### src/mpp_pkg.sv
// Shared constants, codes and types of the motor position PID controller.
`default_nettype none
package mpp_pkg;

	localparam int unsigned POSITION_WIDTH_DEF = 16;
	localparam int unsigned INTEGRAL_WIDTH_DEF = 40;

	localparam int unsigned GAIN_W   = 16;
	localparam int unsigned DIR_W    = 2;
	localparam int unsigned DUTY_W   = 10;
	localparam int unsigned CFG_IDX_W = 2;

	localparam logic [DUTY_W-1:0] DUTY_MAX = 10'd1023;
	localparam logic [DUTY_W-1:0] DUTY_MIN = 10'd85;

	// Integral product magnitude limit is 2**PROD_LIMIT_EXP
	localparam int unsigned PROD_LIMIT_EXP = 62;

	typedef enum logic [DIR_W-1:0] {
		DIR_STOP = 2'd0,
		DIR_CCW  = 2'd1,
		DIR_CW   = 2'd2
	} dir_t;

	typedef enum logic [CFG_IDX_W-1:0] {
		CFG_PROP_GAIN     = 2'd0,
		CFG_INTEGRAL_GAIN = 2'd1,
		CFG_DERIV_GAIN    = 2'd2
	} cfg_idx_t;

	typedef struct packed {
		logic [GAIN_W-1:0] prop;
		logic [GAIN_W-1:0] integ;
		logic [GAIN_W-1:0] deriv;
	} gains_t;

endpackage
`default_nettype wire

### src/mpp_control.sv
// Gain products, control sum, direction and clamped duty.
`default_nettype none
module mpp_control
	import mpp_pkg::*;
	#(
		parameter int unsigned POSITION_WIDTH = POSITION_WIDTH_DEF,
		parameter int unsigned INTEGRAL_WIDTH = INTEGRAL_WIDTH_DEF
	) (
		input  wire logic                             clk,
		input  wire logic                             take_prod,
		input  wire logic                             take_out,
		input  wire gains_t                           gains,
		input  wire logic signed [POSITION_WIDTH:0]   err_s2,
		input  wire logic signed [POSITION_WIDTH+1:0] dif_s2,
		input  wire logic signed [INTEGRAL_WIDTH-1:0] integ_s2,
		output logic [DIR_W-1:0]                      direction,
		output logic [DUTY_W-1:0]                     duty
	);

	localparam int unsigned PW = POSITION_WIDTH;
	localparam int unsigned IW = INTEGRAL_WIDTH;
	localparam int unsigned GW = GAIN_W;
	localparam int unsigned PPW = GW + PW + 2;
	localparam int unsigned DPW = GW + PW + 3;
	localparam int unsigned IPW = GW + IW + 1;
	localparam int unsigned TW = ((IPW > 64) ? IPW : 64) + 2;
	localparam int unsigned QW = TW - 8;

	localparam logic signed [TW-1:0] PLIM_POS = TW'(1) << PROD_LIMIT_EXP;
	localparam logic signed [TW-1:0] PLIM_NEG = -(TW'(1) << PROD_LIMIT_EXP);

	logic signed [PPW-1:0] prop_prod;
	logic signed [DPW-1:0] deriv_prod;
	logic signed [IPW-1:0] integ_prod;
	logic signed [TW-1:0]  integ_wide;
	logic signed [TW-1:0]  integ_sat;

	logic signed [PPW-1:0] prop_s3;
	logic signed [DPW-1:0] deriv_s3;
	logic signed [TW-1:0]  integ_s3;

	logic signed [TW-1:0] total;
	logic [TW-1:0]        mag;
	logic [QW-1:0]        quot;
	logic [DUTY_W-1:0]    duty_next;
	dir_t                 dir_next;

	always_comb begin
		prop_prod  = $signed({1'b0, gains.prop}) * err_s2;
		deriv_prod = $signed({1'b0, gains.deriv}) * dif_s2;
		integ_prod = $signed({1'b0, gains.integ}) * integ_s2;
		integ_wide = TW'(integ_prod);
		priority if (integ_wide > PLIM_POS) begin
			integ_sat = PLIM_POS;
		end else if (integ_wide < PLIM_NEG) begin
			integ_sat = PLIM_NEG;
		end else begin
			integ_sat = integ_wide;
		end
	end

	always_ff @(posedge clk) begin
		if (take_prod) begin
			prop_s3  <= prop_prod;
			deriv_s3 <= deriv_prod;
			integ_s3 <= integ_sat;
		end
	end

	always_comb begin
		total = TW'(prop_s3) + integ_s3 + TW'(deriv_s3);
		mag   = total[TW-1] ? TW'(-total) : TW'(total);
		quot  = mag[TW-1:8];
		priority if (total == '0) begin
			dir_next = DIR_STOP;
		end else if (total[TW-1]) begin
			dir_next = DIR_CW;
		end else begin
			dir_next = DIR_CCW;
		end
		priority if (quot > QW'(DUTY_MAX)) begin
			duty_next = DUTY_MAX;
		end else if (quot < QW'(DUTY_MIN)) begin
			duty_next = DUTY_MIN;
		end else begin
			duty_next = quot[DUTY_W-1:0];
		end
	end

	always_ff @(posedge clk) begin
		if (take_out) begin
			direction <= dir_next;
			duty      <= duty_next;
		end
	end

endmodule
`default_nettype wire

### config.mk
export PLATFORM = sky130hd
export DESIGN_NAME = mpp_control
export DESIGN_NICKNAME = d
export VERILOG_FILES = /design/src/mpp_pkg.sv /design/src/mpp_control.sv
export SDC_FILE = /design/constraint.sdc
export NUM_CORES = 2
export LEC_CHECK = 0
export BUFFER_PORTS_ARGS = -buffer_cell sky130_fd_sc_hd__clkbuf_2
export CAP_MARGIN = 20
export CORE_ASPECT_RATIO = 0.6
export CORE_UTILIZATION = 63
export CTS_BUF_LIST = sky130_fd_sc_hd__clkbuf_16
export DETAILED_ROUTE_END_ITERATION = 10
export PLACE_DENSITY_LB_ADDON = 0.12
export SLEW_MARGIN = 20
export SYNTH_ARGS = -nofsm -noshare
export SYNTH_HDL_FRONTEND = slang
export SYNTH_SLANG_ARGS = --single-unit
### constraint.sdc
create_clock -name clk -period 23.2 [get_ports clk]
set_input_delay 6.96 -clock clk [delete_from_list [all_inputs] [get_ports clk]]
set_output_delay 6.96 -clock clk [all_outputs]
set_load 0.05 [all_outputs]
# Word-level counts from Yosys, hierarchy flattened
# Cells that the tools add are included.
[word_totals] ff_bits=147 latchBits=0 ramBits=0 rom_bits=0 inputBits=126 mem_count=0
[classes] addsub=3 n_mul=3 n_div=0 n_lt_le_gt_ge=4 n_eq_ne=0 n_shift=0 mux=4 bitwise_logic=0 reduce_logical=3
[ops] op="$mux 66" count=2
[ops] op="$add 34x66->66" count=1
[ops] op="$add 66x35->66" count=1
[ops] op="$logic_not 66->1" count=1
[ops] op="$neg 66->66" count=1
[ops] op="$gt 57x64->1 const B" count=1
[ops] op="$lt 57x63->1 const B" count=1
[ops] op="$gt 58x10->1 const B" count=1
[ops] op="$lt 58x7->1 const B" count=1
[ops] op="$mul 17x40->57" count=1
[ops] op="$mul 17x18->35" count=1
[ops] op="$mul 17x17->34" count=1
[ops] op="$mux 10" count=1
[ops] op="$reduce_or 2->1" count=2
[ops] op="$mux 2" count=1

# Logic depth before layout (Yosys ltp)
[logic_depth] depth_word=6 depth_mapped=30 ltp_nobuf=29

# Worst setup path after synthesis
# Ideal clock, no wire load.
[synth_timing] kind="input port to flip-flop" start="in integ_s2[12]" end="reg integ_s3[53] (data pin)" arrival_time_ns=13.482 required_ns=22.942 slack_ns=9.460 cell_stages=29 path_buffers=1 path_cell_list="clkbuf_1 -> nand2_1 -> fa_1 -> inv_1 -> fa_1 -> inv_1 -> fa_1 -> inv_1 -> fa_1 -> inv_1 -> fa_1 -> inv_1 -> fa_1 -> ha_1 -> a41oi_1 -> o21ai_0 -> a22oi_1 -> o211ai_1 -> o211a_1 -> a31o_2 -> a221o_1 -> a41oi_1 -> a21oi_1 -> a41oi_1 -> a221oi_1 -> a21oi_1 -> o21bai_1 -> a21oi_1 -> xnor2_1"
[synth_between] elab_chain_len=3
[synth_rtl] element="from (decl)" line_no="mpp_control.sv:15" source="input wire logic signed [INTEGRAL_WIDTH-1:0] integ_s2,"
[synth_rtl] element="$mul 17x40->57 (*)" line_no="mpp_control.sv:51" source="integ_prod = $signed({1'b0, gains.integ}) * integ_s2;"
[synth_rtl] element="via integ_prod[53]" line_no="mpp_control.sv:34" source="logic signed [IPW-1:0] integ_prod;"
[synth_rtl] element="$gt 57x64->1 / $lt 57x63->1 (equally long branches)" line_no="mpp_control.sv:53, mpp_control.sv:55"
[synth_rtl] element="$reduce_or 2->1 (no source line)"
[synth_rtl] element="to (signal assigned)" line_no="mpp_control.sv:66" source="integ_s3 <= integ_sat;"
[synth_rtl] element="to (decl)" line_no="mpp_control.sv:40" source="logic signed [TW-1:0] integ_s3;"
# The timed path passes the listed nets; every way through them passes the cells marked *.
# A chain may end at the register's enable or synchronous reset.

# Worst setup path after layout
[layout_timing] start="in gains[18] (netlist bit)" end="reg integ_s3[61] (data pin)"
[layout_between] elab_chain_len=3
[layout_rtl] element="from (decl)" line_no="mpp_control.sv:12" source="input wire gains_t gains,"
[layout_rtl] element="$mul 17x40->57 (*)" line_no="mpp_control.sv:51"
[layout_rtl] element="via integ_prod[56]" line_no="mpp_control.sv:34"
[layout_rtl] element="$gt 57x64->1 / $lt 57x63->1 (equally long branches)" line_no="mpp_control.sv:53, mpp_control.sv:55"
[layout_rtl] element="$reduce_or 2->1 (no source line)"
# Marks and branches as above.

==> flow_summary.json <==
{
  "netlist.area_leader.share": 0.443,
  "min_path_type": "reg -> reg",
  "ys_warn_count": 0,
  "synth_edf_count": 138,
  "layout.nets": 7407,
  "grt_max_degree": 79,
  "synth.distinct_cells": 87,
  "maxSlewViolCount": 0,
  "grt_pass1_wl_um": 216000,
  "htreeDepth": 4,
  "max-cap-violations": 0,
  "synth.top_cells.by_count": "inv_1, fa_1, nand2_1, and2_1, ha_1",
  "clk_pin_slew_ns": 0.07,
  "post-synth-top-count-cell": "inv_1",
  "grt_use_total": 0.325,
  "port_buffers": 137,
  "maxSlewHeadroom": 0.239,
  "place_inst": 6773,
  "hold_viol": 0,
  "ys_seq_elements": 138,
  "seq_area_frac_synth": 0.0789,
  "critPathMaxStageDelay_ns": 0.73,
  "post-dp-hpwl_um": 109000,
  "synthesis.nets": 7468,
  "crit_top_cell": "fa_1",
  "finalNonFillerCells": 6805,
  "drc_errors": 0,
  "avgRoutedWirePerCell_um": 19.1,
  "synthFlopType": "edfxtp_1",
  "async_reset_ff_frac": 0,
  "met1_usage": 0.516,
  "finalCriticalPeriod_ns": 14.84,
  "rsz0062_at_grt": "no",
  "grt_use_met2": 0.439,
  "fp.dieH_um": 226,
  "n_antenna_cell": 0,
  "post-route-period-util": 0.640,
  "yosys.area.top_type": "fa_1",
  "startpoint_type": "input pin",
  "clock_skew_ns": 0.00822,
  "drtAntennaViolNets": 0,
  "vias": 38757,
  "num_rows": 81,
  "pin_count": 138,
  "synth_cells": 5774,
  "crit_type": "in -> reg",
  "setup_tns_ns": 0,
  "first_global_vias": 39533,
  "die_x_um": 375,
  "cp-end-kind": "flip-flop",
  "fillCellCount": 6756,
  "cts.sinks": 138,
  "cp_top_family": "adder cells",
  "critPathBufInv": 7,
  "area_growth_pct": 3.54,
  "core-area_um2": 82000,
  "postLayoutCoreUtil": 0.663,
  "cts-root-buf": "clkbuf_16",
  "cts_tree": "built",
  "synthTopCellsByArea": "fa_1, ha_1, inv_1",
  "crit_required_ns": 23.41,
  "cts_buffers": 17,
  "syn_avg_cell_area_um2": 9.09,
  "max-clock-path-buffers": 2,
  "avgViaCountPerCell": 5.70,
  "synth_area_um2": 52500,
  "clk_latency_ns": 0.45,
  "cts_resized": 0,
  "start_util": 0.640,
  "drive_gt1_frac": 0.0375,
  "place.gp.congestion": 0.952,
  "antenna_found_initial": 2,
  "run_status": "finished clean",
  "first_pass_iters": 6,
  "busiest_layer": "met1",
  "worstPathMaxFanout": 40,
  "use_met3": 0.105,
  "arrival_ns": 15.05,
  "post_cts_buffers": 0,
  "multi_input_area_um2": 42800,
  "dieArea_um2": 84500,
  "routed_wl_um": 130000,
  "final-seq-area_um2": 4140,
  "overflow": 0,
  "max_clock_freq_mhz": 67.4,
  "final-setup-viol-count": 0,
  "holdBufCountCts": 0,
  "drtIter0Drc": 3228,
  "worst_path_max_delay_cell": "clkbuf_2",
  "worst_pin_slew_ns": 1.14
}
==> state kept, by name, summed over array words and instances, names as in the netlist <==
name       flops
deriv_s3      35
direction      2
duty          10
integ_s3      57
prop_s3       34
==> tightest hold or removal path, stage by stage (launching register included) <==
cell      delay, ns
edfxtp_1       0.36
fa_1           0.18
ha_1           0.27
xor2_1         0.18
xnor2_1        0.14
nand3b_1       0.08
==> placed cells by master (no fill, tap or decap), types with 21 or more instances in the layout <==
| cell type | count |
|---|---|
| a21o_1 | 73 |
| nor2_1 | 132 |
| fa_1 | 1161 |
| nor2b_1 | 36 |
| nand2_1 | 852 |
| a21oi_1 | 151 |
| o21ai_0 | 101 |
| nor3_1 | 74 |
| a31oi_1 | 21 |
| and2_1 | 489 |
| or3_1 | 22 |
| xnor2_1 | 113 |
| nand2b_1 | 42 |
| and3_1 | 35 |
| o21a_1 | 30 |
| clkbuf_2 | 136 |
| edfxtp_1 | 138 |
| a211oi_1 | 21 |
| nand3_1 | 56 |
| ha_1 | 407 |
| inv_1 | 1254 |
| o211ai_1 | 26 |
| nand4_1 | 30 |
| xor2_1 | 43 |
==> routing by layer <==
metal  vias to the layer above  wire length, um  part of all wire
met5                         -                0                 0
met4                         0             1340             0.010
met3                        86            16300              0.13
met2                      1684            50900              0.39
met1                     19419            61200              0.47
li1                      17568                -                 -
==> kinds of logic after synthesis <==
kind of cell,share of synthesized area
simple gates,0.174
fa+ha+maj,0.540
buf+inv,0.106
compound gates,0.0735
xor+xnor,0.0260
flops,0.0789
mux,0.00179
==> through the flow <==
step,setup WS (ns),instance area [um2],hold slack [ns]
5_1_grt,7.85,54400,1.40
4_1_cts,8.54,54400,1.33
6_report,8.36,54400,1.33
3_3_place_gp,8.21,53800,1.27
3_5_place_dp,8.06,53800,1.31
2_1_floorplan,9.46,52500,1.12
==> final cells by class <==
class                      count  share of cell area
clock buffer                  17             0.00783
clock inverter                15             0.00327
inverter                    1254              0.0866
multi-input combinational   4153               0.787
sequential                   138              0.0762
tap                         1079              0.0248
timing repair buffer         149              0.0143
==> worst paths after layout <==
kind	startpoint	endpoint	slack, ns	depth (start not counted)
worst max-delay path	gains[18]	integ_s3[61]	8.36	29
worst min-delay path	prop_s3[7]	duty[0]	1.33	5
worst max register to register	integ_s3[2]	duty[4]	15.90	17
worst min register to register	prop_s3[7]	duty[0]	1.33	5
Power is left out: the tool's default activity adds up to more than one toggle a clock period on the data nets, which glitch-free logic cannot reach.
