===== src/mpp_pkg.sv =====
// Shared constants, codes and types of the motor position PID controller.
`default_nettype none
package mpp_pkg;

	localparam int unsigned POSITION_WIDTH_DEF = 16;
	localparam int unsigned INTEGRAL_WIDTH_DEF = 40;

	localparam int unsigned GAIN_W   = 16;
	localparam int unsigned DIR_W    = 2;
	localparam int unsigned DUTY_W   = 10;
	localparam int unsigned CFG_IDX_W = 2;

	localparam logic [DUTY_W-1:0] DUTY_MAX = 10'd1023;
	localparam logic [DUTY_W-1:0] DUTY_MIN = 10'd85;

	// Integral product magnitude limit is 2**PROD_LIMIT_EXP
	localparam int unsigned PROD_LIMIT_EXP = 62;

	typedef enum logic [DIR_W-1:0] {
		DIR_STOP = 2'd0,
		DIR_CCW  = 2'd1,
		DIR_CW   = 2'd2
	} dir_t;

	typedef enum logic [CFG_IDX_W-1:0] {
		CFG_PROP_GAIN     = 2'd0,
		CFG_INTEGRAL_GAIN = 2'd1,
		CFG_DERIV_GAIN    = 2'd2
	} cfg_idx_t;

	typedef struct packed {
		logic [GAIN_W-1:0] prop;
		logic [GAIN_W-1:0] integ;
		logic [GAIN_W-1:0] deriv;
	} gains_t;

endpackage
`default_nettype wire


===== src/mpp_error_integ.sv =====
// Error, derivative difference and saturating trapezoidal integral stage.
`default_nettype none
module mpp_error_integ
	import mpp_pkg::*;
	#(
		parameter int unsigned POSITION_WIDTH = POSITION_WIDTH_DEF,
		parameter int unsigned INTEGRAL_WIDTH = INTEGRAL_WIDTH_DEF
	) (
		input  wire logic                             clk,
		input  wire logic                             arst_n,
		input  wire logic                             take,
		input  wire logic signed [POSITION_WIDTH-1:0] target_pos,
		input  wire logic signed [POSITION_WIDTH-1:0] measured_pos,
		output logic signed [POSITION_WIDTH:0]        err_s2,
		output logic signed [POSITION_WIDTH+1:0]      dif_s2,
		output logic signed [INTEGRAL_WIDTH-1:0]      integ_s2
	);

	localparam int unsigned PW = POSITION_WIDTH;
	localparam int unsigned IW = INTEGRAL_WIDTH;
	localparam int unsigned SW = ((IW > PW + 2) ? IW : PW + 2) + 1;

	localparam logic signed [SW-1:0] IMAX = (SW'(1) << (IW - 1)) - SW'(1);
	localparam logic signed [SW-1:0] IMIN = -(SW'(1) << (IW - 1));

	logic signed [PW:0]   last_error_q;
	logic signed [IW-1:0] integral_q;

	logic signed [PW:0]   err;
	logic signed [PW+1:0] inc;
	logic signed [PW+1:0] dif;
	logic signed [SW-1:0] sum_wide;
	logic signed [IW-1:0] integ_next;

	always_comb begin
		err = (PW+1)'(target_pos) - (PW+1)'(measured_pos);
		inc = (PW+2)'(err) + (PW+2)'(last_error_q);
		dif = (PW+2)'(err) - (PW+2)'(last_error_q);
		sum_wide = SW'(integral_q) + SW'(inc);
		// clamp to the accumulator range
		priority if (sum_wide > IMAX) begin
			integ_next = IMAX[IW-1:0];
		end else if (sum_wide < IMIN) begin
			integ_next = IMIN[IW-1:0];
		end else begin
			integ_next = sum_wide[IW-1:0];
		end
	end

	always_ff @(posedge clk or negedge arst_n) begin
		if (!arst_n) begin
			last_error_q <= '0;
			integral_q   <= '0;
		end else if (take) begin
			last_error_q <= err;
			integral_q   <= integ_next;
		end
	end

	always_ff @(posedge clk) begin
		if (take) begin
			err_s2   <= err;
			dif_s2   <= dif;
			integ_s2 <= integ_next;
		end
	end

endmodule
`default_nettype wire


===== config.mk =====
export PLATFORM = sky130hd
export DESIGN_NAME = mpp_error_integ
export DESIGN_NICKNAME = d
export VERILOG_FILES = /design/src/mpp_pkg.sv /design/src/mpp_error_integ.sv
export SDC_FILE = /design/constraint.sdc
export NUM_CORES = 1
export LEC_CHECK = 0
export ABC_AREA = 1
export ABC_CLOCK_PERIOD_IN_PS = 5150
export BUFFER_PORTS_ARGS = -buffer_cell sky130_fd_sc_hd__buf_2
export CAP_MARGIN = 40
export CORE_ASPECT_RATIO = 1.4
export CORE_MARGIN = 2
export CORE_UTILIZATION = 45
export DETAILED_ROUTE_END_ITERATION = 8
export SLEW_MARGIN = 25
export SYNTH_ARGS = -nofsm -noshare
export SYNTH_HDL_FRONTEND = slang
export SYNTH_SLANG_ARGS = --single-unit

===== constraint.sdc =====
create_clock -name clk -period 5.15 [get_ports clk]
set_input_delay 0.515 -clock clk [delete_from_list [all_inputs] [get_ports clk]]
set_output_delay 0.515 -clock clk [all_outputs]
set_load 0.02 [all_outputs]

Word-level counts from Yosys, hierarchy flattened
Cells that the tools add are included.
{"block": "totals", "regBits": 132, "out_inout_bits": 75, "word_cells": 13}
{"block": "classes", "addsub": 4, "magnitude_cmp": 2, "mux": 2}
{"operator": "$mux 40", "n": 2}
{"operator": "$add 40x18->41", "n": 1}
{"operator": "$gt 41x40->1 const B", "n": 1}
{"operator": "$lt 41x40->1 const B", "n": 1}
{"operator": "$add 17x17->18", "n": 1}
{"operator": "$sub 17x17->18", "n": 1}
{"operator": "$sub 16x16->17", "n": 1}

Depth between registers and ports, before layout
{"block": "depth", "word_depth": 6, "ltp_mapped": 34}

Worst setup path before layout
Ideal clock, no wire load.
{"block": "synth_timing", "path_type": "input port to flip-flop", "start": "in target_pos[0]", "end": "reg integ_s2[29] (data pin)", "arrival_ps": 4947, "path_slack_ps": -53, "path_stages": 27, "path_buffers": 2, "cell_sequence": "inv_1 ha_1 fa_1 nand3b_1 nand2_1 nand4_1 nand2_1 a21oi_1 o21ai_0 nand3_1 nand2_1 nand2_1 inv_1 fa_1 inv_1 ha_1 a21oi_1 a21boi_0 nand2_1 a21oi_1 nand3_2 nand2_2 nand2_2 buf_6 buf_6 nand2_2 nand2_2"}
{"block": "synth_between", "elab_chain_cells": 6}
{"item": "from (decl)", "line_no": "mpp_error_integ.sv:12", "rtl": "input wire logic signed [POSITION_WIDTH-1:0] target_pos,"}
{"item": "$sub 16x16->17 (*)", "line_no": "mpp_error_integ.sv:36", "rtl": "err = (PW+1)'(target_pos) - (PW+1)'(measured_pos);"}
{"item": "named net err[16]", "line_no": "mpp_error_integ.sv:29", "rtl": "logic signed [PW:0] err;"}
{"item": "$add 17x17->18 (*)", "line_no": "mpp_error_integ.sv:37", "rtl": "inc = (PW+2)'(err) + (PW+2)'(last_error_q);"}
{"item": "$add 40x18->41 (*)", "line_no": "mpp_error_integ.sv:39", "rtl": "sum_wide = SW'(integral_q) + SW'(inc);"}
{"item": "$lt 41x40->1", "line_no": "mpp_error_integ.sv:43", "rtl": "end else if (sum_wide < IMIN) begin"}
{"item": "$mux 40", "line_no": "mpp_error_integ.sv:43"}
{"item": "$mux 40 (*)", "line_no": "mpp_error_integ.sv:41", "rtl": "priority if (sum_wide > IMAX) begin"}
{"item": "named net integ_next[29]", "line_no": "mpp_error_integ.sv:33", "rtl": "logic signed [IW-1:0] integ_next;"}
{"item": "to (signal assigned)", "line_no": "mpp_error_integ.sv:64", "rtl": "integ_s2 <= integ_next;"}
{"item": "to (decl)", "line_no": "mpp_error_integ.sv:16", "rtl": "output logic signed [INTEGRAL_WIDTH-1:0] integ_s2"}
The timed path passes the listed nets; every way through them passes the cells marked *.
A chain may end at the register's enable or synchronous reset.

Worst setup path in the final report
{"block": "layout_timing", "start": "in target_pos[0]", "end": "reg integral_q[16]"}
{"block": "layout_between", "elab_chain_cells": 6}
{"item": "$sub 16x16->17 (*)", "line_no": "mpp_error_integ.sv:36"}
{"item": "named net err[16]", "line_no": "mpp_error_integ.sv:29"}
{"item": "$add 17x17->18 (*)", "line_no": "mpp_error_integ.sv:37"}
{"item": "$add 40x18->41 (*)", "line_no": "mpp_error_integ.sv:39"}
{"item": "$lt 41x40->1", "line_no": "mpp_error_integ.sv:43"}
{"item": "$mux 40", "line_no": "mpp_error_integ.sv:43"}
{"item": "$mux 40 (*)", "line_no": "mpp_error_integ.sv:41"}
{"item": "named net integ_next[16]", "line_no": "mpp_error_integ.sv:33"}
{"item": "to (signal assigned)", "line_no": "mpp_error_integ.sv:56", "rtl": "integral_q <= integ_next;"}
{"item": "to (decl)", "line_no": "mpp_error_integ.sv:27", "rtl": "logic signed [IW-1:0] integral_q;"}
Marked as above.

==> reports/results.env <==
RUN_STATUS='completed'
CP_TOP_FAMILY='simple AND/OR/NAND/NOR gates'
YOSYSWARNINGS=0
GLOBALPLACE.CONGESTION=0.9197
FINAL_CORE_UTIL_PCT=54.69
YOSYSTOPAREACELLSHARE_PCT=22.64
ASYNCSETRESETFLOPFRACSYNTH_PCT=43.18
CRITPATHLAUNCHTYPE='input pin'
SYNTH_AREA_LEADERS='sky130_fd_sc_hd__edfxtp_1 23%, sky130_fd_sc_hd__nand2_1 17%, sky130_fd_sc_hd__dfrtp_1 14%'
SYNTH_COMMONEST_CELLS='447 x sky130_fd_sc_hd__nand2_1, 163 x sky130_fd_sc_hd__inv_1, 75 x sky130_fd_sc_hd__edfxtp_1'
GRT_SETUP_UNREPAIRED='false'
CRITICAL_SETUP_PATH_KIND='in -> reg'
OVERFLOW=0
SETUP_VIOL=0
NUMPORTBUFFERS=109
CLK_PIN_SLEW_WORST_PATHS_NS=0.06
CP_COMMON_CELL='sky130_fd_sc_hd__nand2_1'
NUMBER_OF_ANTENNA_VIOLATIONS_AT_THE_FIRST_CHECK_IN_GLOBAL_ROUTING=0
CTS_TREE='built'
SYNTH_FLOP_CELL='sky130_fd_sc_hd__edfxtp_1'
DIEWIDTH_UM=129.7
DP_HPWL_UM=21150
ANTENNA_CELLS=0
EFFECTIVE_UTILIZATION_AT_FLOORPLAN_PCT=45.67
SETUP.WORST_PATH.END='integral_q[16]'
SYNTHMOSTINSTANTIATEDCELL='sky130_fd_sc_hd__nand2_1'
NUMBER_OF_PINS_WITH_NEGATIVE_MAX_SLEW_SLACK_IN_THE_FINAL_REPORT=0
PATH_LENGTH_IN_CELLS_OF_THE_CRITICAL_PATH=30
WIRE_PER_INST_UM=15.24
LAYOUT_CELLS_SIZED_ABOVE_1_PCT=16.91
NUMBER_OF_I_O_PINS=110
LAYOUT_WORST_PATH_CYCLE_SHARE_PCT=90.06
SYNTH_SEQ_AREA_SHARE_PCT=36.98
DIE_AREA_MM2=0.02333
POSTROUTEWIRELENGTH_UM=26250
SLOWEST_STAGE='sky130_fd_sc_hd__fa_1'
TIMING.REG2REG.SETUP_SLACK_NS=1.66
AREA_GROWTH_SYN_TO_LAYOUT_PCT=19.75
DRTPASS1ITERATIONS=5
FIN_WORST_HOLD_SLACK_NS=0.08368
MAXIMUM_ROOT_TO_SINK_BUFFER_COUNT=2
REGTOREGENDPOINT='integral_q[16]'
POST_DRT_VIA_CELL_RATIO=4.894
DETAIL-ROUTE-ANTENNA-NETS=0
DRT_ITER0_DRC=362
MAX_CAP_VIOL_COUNT=0
YOSYS.AREA.TOP_TYPE='sky130_fd_sc_hd__edfxtp_1'
ROUTED-VIA-COUNT=8428
R2R_CELLS=17
DP_SLACK_NS=-0.06127
SYNTH.DISTINCT_CELLS=40
SYNTH-EDFF-COUNT=75
SYN-CELL-AREA_MM2=0.009948
LAYOUT.FILLER_CELLS=2162
CRITICAL_PATH.ENDPOINT_TYPE='flip-flop'
CLOCK_TREE.ROOT_CELL='sky130_fd_sc_hd__clkbuf_16'
WORST_CLOCK_SKEW_NS=0.009217
WORSTHOLDPATHTYPE='in -> async'
GRT_START_MAX_NET_PINS=59
SYNTHESIS.INSTANCES=1242
FMAX_MHz=215.6
CTSHOLDBUFFERS=0
SYNTH.FF_LATCH_COUNT=132
TRITONCTS_NUM_SINKS=132
PLACEMENT_ROWS=64
TIMING.FINAL.HOLD_VIOLATIONS=0
SYNTHESIS.AREA_PER_INSTANCE_UM2=8.010
FIN_WS_NS=0.5118
WORSTSKEWPAIRLATENCY_NS=0.43
FIN_NETS=1562
CRITICAL_PATH_REQUIRED_NS=5.52
WORST-SLEW-PIN-TRANSITION_NS=0.6435
CRIT_FANOUT=22
MIN_PERIOD_NS=4.638
DESIGN.CORE.AREA_MM2=0.02178
FIRST_GLOBAL_VIAS=8596
DIEHEIGHT_UM=179.9
SETUP.WORST_PATH.START='target_pos[0]'
SLEW_HEADROOM_PCT=57.10
CRIT_BUF_INV=4
REGTOREGSTARTPOINT='last_error_q[16]'
CTSHTREEMAXLEVEL=4
GLOBALROUTETOTALUTIL_PCT=23.57
GRT_PASS1_WL_UM=42460
WORST_PATH_LARGEST_CELL_DELAY_NS=0.44
DRC=0
SYNTH.NET_COUNT=1392
CRIT_PATH_ARRIVAL_TIME_NS=5.01
TRITONCTS.NUM_BUFFERS=17
## stage by stage
stage / instances / TNS [ns] / instance area [um2]
final: 1722 / 0 / 11910
after global routing: 1722 / 0 / 11910
after CTS: 1721 / 0 / 11890
after detailed placement: 1689 / -0.9018 / 11300
after global placement: 1687 / -0.1170 / 11240
after floorplan: 1242 / 0 / 9951
## how the worst min path moves through the flow
stage | cells after the start | slack (ns) | to
after floorplan | 0 | 0.22 | integral_q[0]
after global placement | 2 | 0.46 | integral_q[7]
after global routing | 2 | 0.12 | integral_q[27]
after CTS | 2 | 0.27 | integral_q[25]
after detailed placement | 2 | 0.47 | integral_q[6]
final | 2 | 0.08 | integral_q[27]
## final cells by class
| type | instances | area [um2] | share of cell area (%) |
|---|---|---|---|
| multi-input cells | 927 | 5554 | 46.62 |
| clock buffers | 22 | 454.2 | 3.813 |
| clock inverters | 10 | 135.1 | 1.134 |
| flip-flops and latches | 132 | 3679 | 30.88 |
| well taps | 297 | 371.6 | 3.119 |
| inverters | 163 | 611.8 | 5.136 |
| repair buffers | 171 | 1107 | 9.295 |
## layout by cell type (no fill, tap or decap), types with 5 or more instances in the layout
| cell | Yosys | final |
|---|---|---|
| sky130_fd_sc_hd__nor3_1 | 5 | 5 |
| sky130_fd_sc_hd__buf_4 | 1 | 56 |
| sky130_fd_sc_hd__nor2_2 | 6 | 6 |
| sky130_fd_sc_hd__nor2_1 | 68 | 68 |
| sky130_fd_sc_hd__edfxtp_1 | 75 | 75 |
| sky130_fd_sc_hd__buf_2 | 4 | 108 |
| sky130_fd_sc_hd__a21oi_1 | 70 | 70 |
| sky130_fd_sc_hd__nand3_1 | 37 | 37 |
| sky130_fd_sc_hd__dfrtp_1 | 57 | 57 |
| sky130_fd_sc_hd__o21bai_1 | 13 | 13 |
| sky130_fd_sc_hd__ha_1 | 72 | 72 |
| sky130_fd_sc_hd__fa_1 | 43 | 43 |
| sky130_fd_sc_hd__nand2_2 | 26 | 27 |
| sky130_fd_sc_hd__o21ai_0 | 37 | 36 |
| sky130_fd_sc_hd__clkbuf_16 | 0 | 17 |
| sky130_fd_sc_hd__nand2_1 | 447 | 446 |
| sky130_fd_sc_hd__a31oi_1 | 6 | 6 |
| sky130_fd_sc_hd__inv_1 | 163 | 162 |
| sky130_fd_sc_hd__nand4_1 | 14 | 14 |
| sky130_fd_sc_hd__xor2_1 | 35 | 35 |
| sky130_fd_sc_hd__a21o_1 | 6 | 6 |
| sky130_fd_sc_hd__xnor2_1 | 15 | 15 |
## worst reg2reg max path, stage by stage (launching register included)
cell and delay [ns]:
sky130_fd_sc_hd__dfrtp_1 0.35, sky130_fd_sc_hd__buf_4 0.44, sky130_fd_sc_hd__fa_1 0.51, sky130_fd_sc_hd__ha_1 0.38, sky130_fd_sc_hd__a21oi_1 0.30, sky130_fd_sc_hd__o21ai_1 0.17, sky130_fd_sc_hd__nand2_1 0.12, sky130_fd_sc_hd__nand2_1 0.08
sky130_fd_sc_hd__a21oi_1 0.20, sky130_fd_sc_hd__nand2_1 0.10, sky130_fd_sc_hd__nand2_2 0.08, sky130_fd_sc_hd__nand2_2 0.06, sky130_fd_sc_hd__nand2_2 0.11, sky130_fd_sc_hd__buf_4 0.24, sky130_fd_sc_hd__nand2_1 0.08, sky130_fd_sc_hd__nand2_1 0.08
sky130_fd_sc_hd__nand2_1 0.05, sky130_fd_sc_hd__nand2_1 0.08
## routing by layer
layer  part of all wire (%)  GRT usage [%]
met5                      0              0
met1                     38          24.98
met2                     55          44.48
met3                    3.0          3.720
met4                    4.2          10.84
## repair_timing
action	in CTS	in global routing
buffers inserted	0	0
resized for setup	0	2
endpoints found under the setup margin	0	32
## sequential cells by signal, summed over array words and instances, names as in the netlist
signal,flops
integ_s2,40
last_error_q,17
dif_s2,18
err_s2,17
integral_q,40
## cells by family after synthesis
group,after synthesis,synth area share (%)
AOI/OAI and AO/OA,144,8.087
xor gates and xnor gates,50,4.402
adders and majority gates,115,17.71
buffers and inverters,183,7.219
DFF,132,36.98
and+or+nand+nor,618,25.61
Power is not shown: default switching activity piles up to over one toggle a cycle in this logic, so the estimate is an artifact.
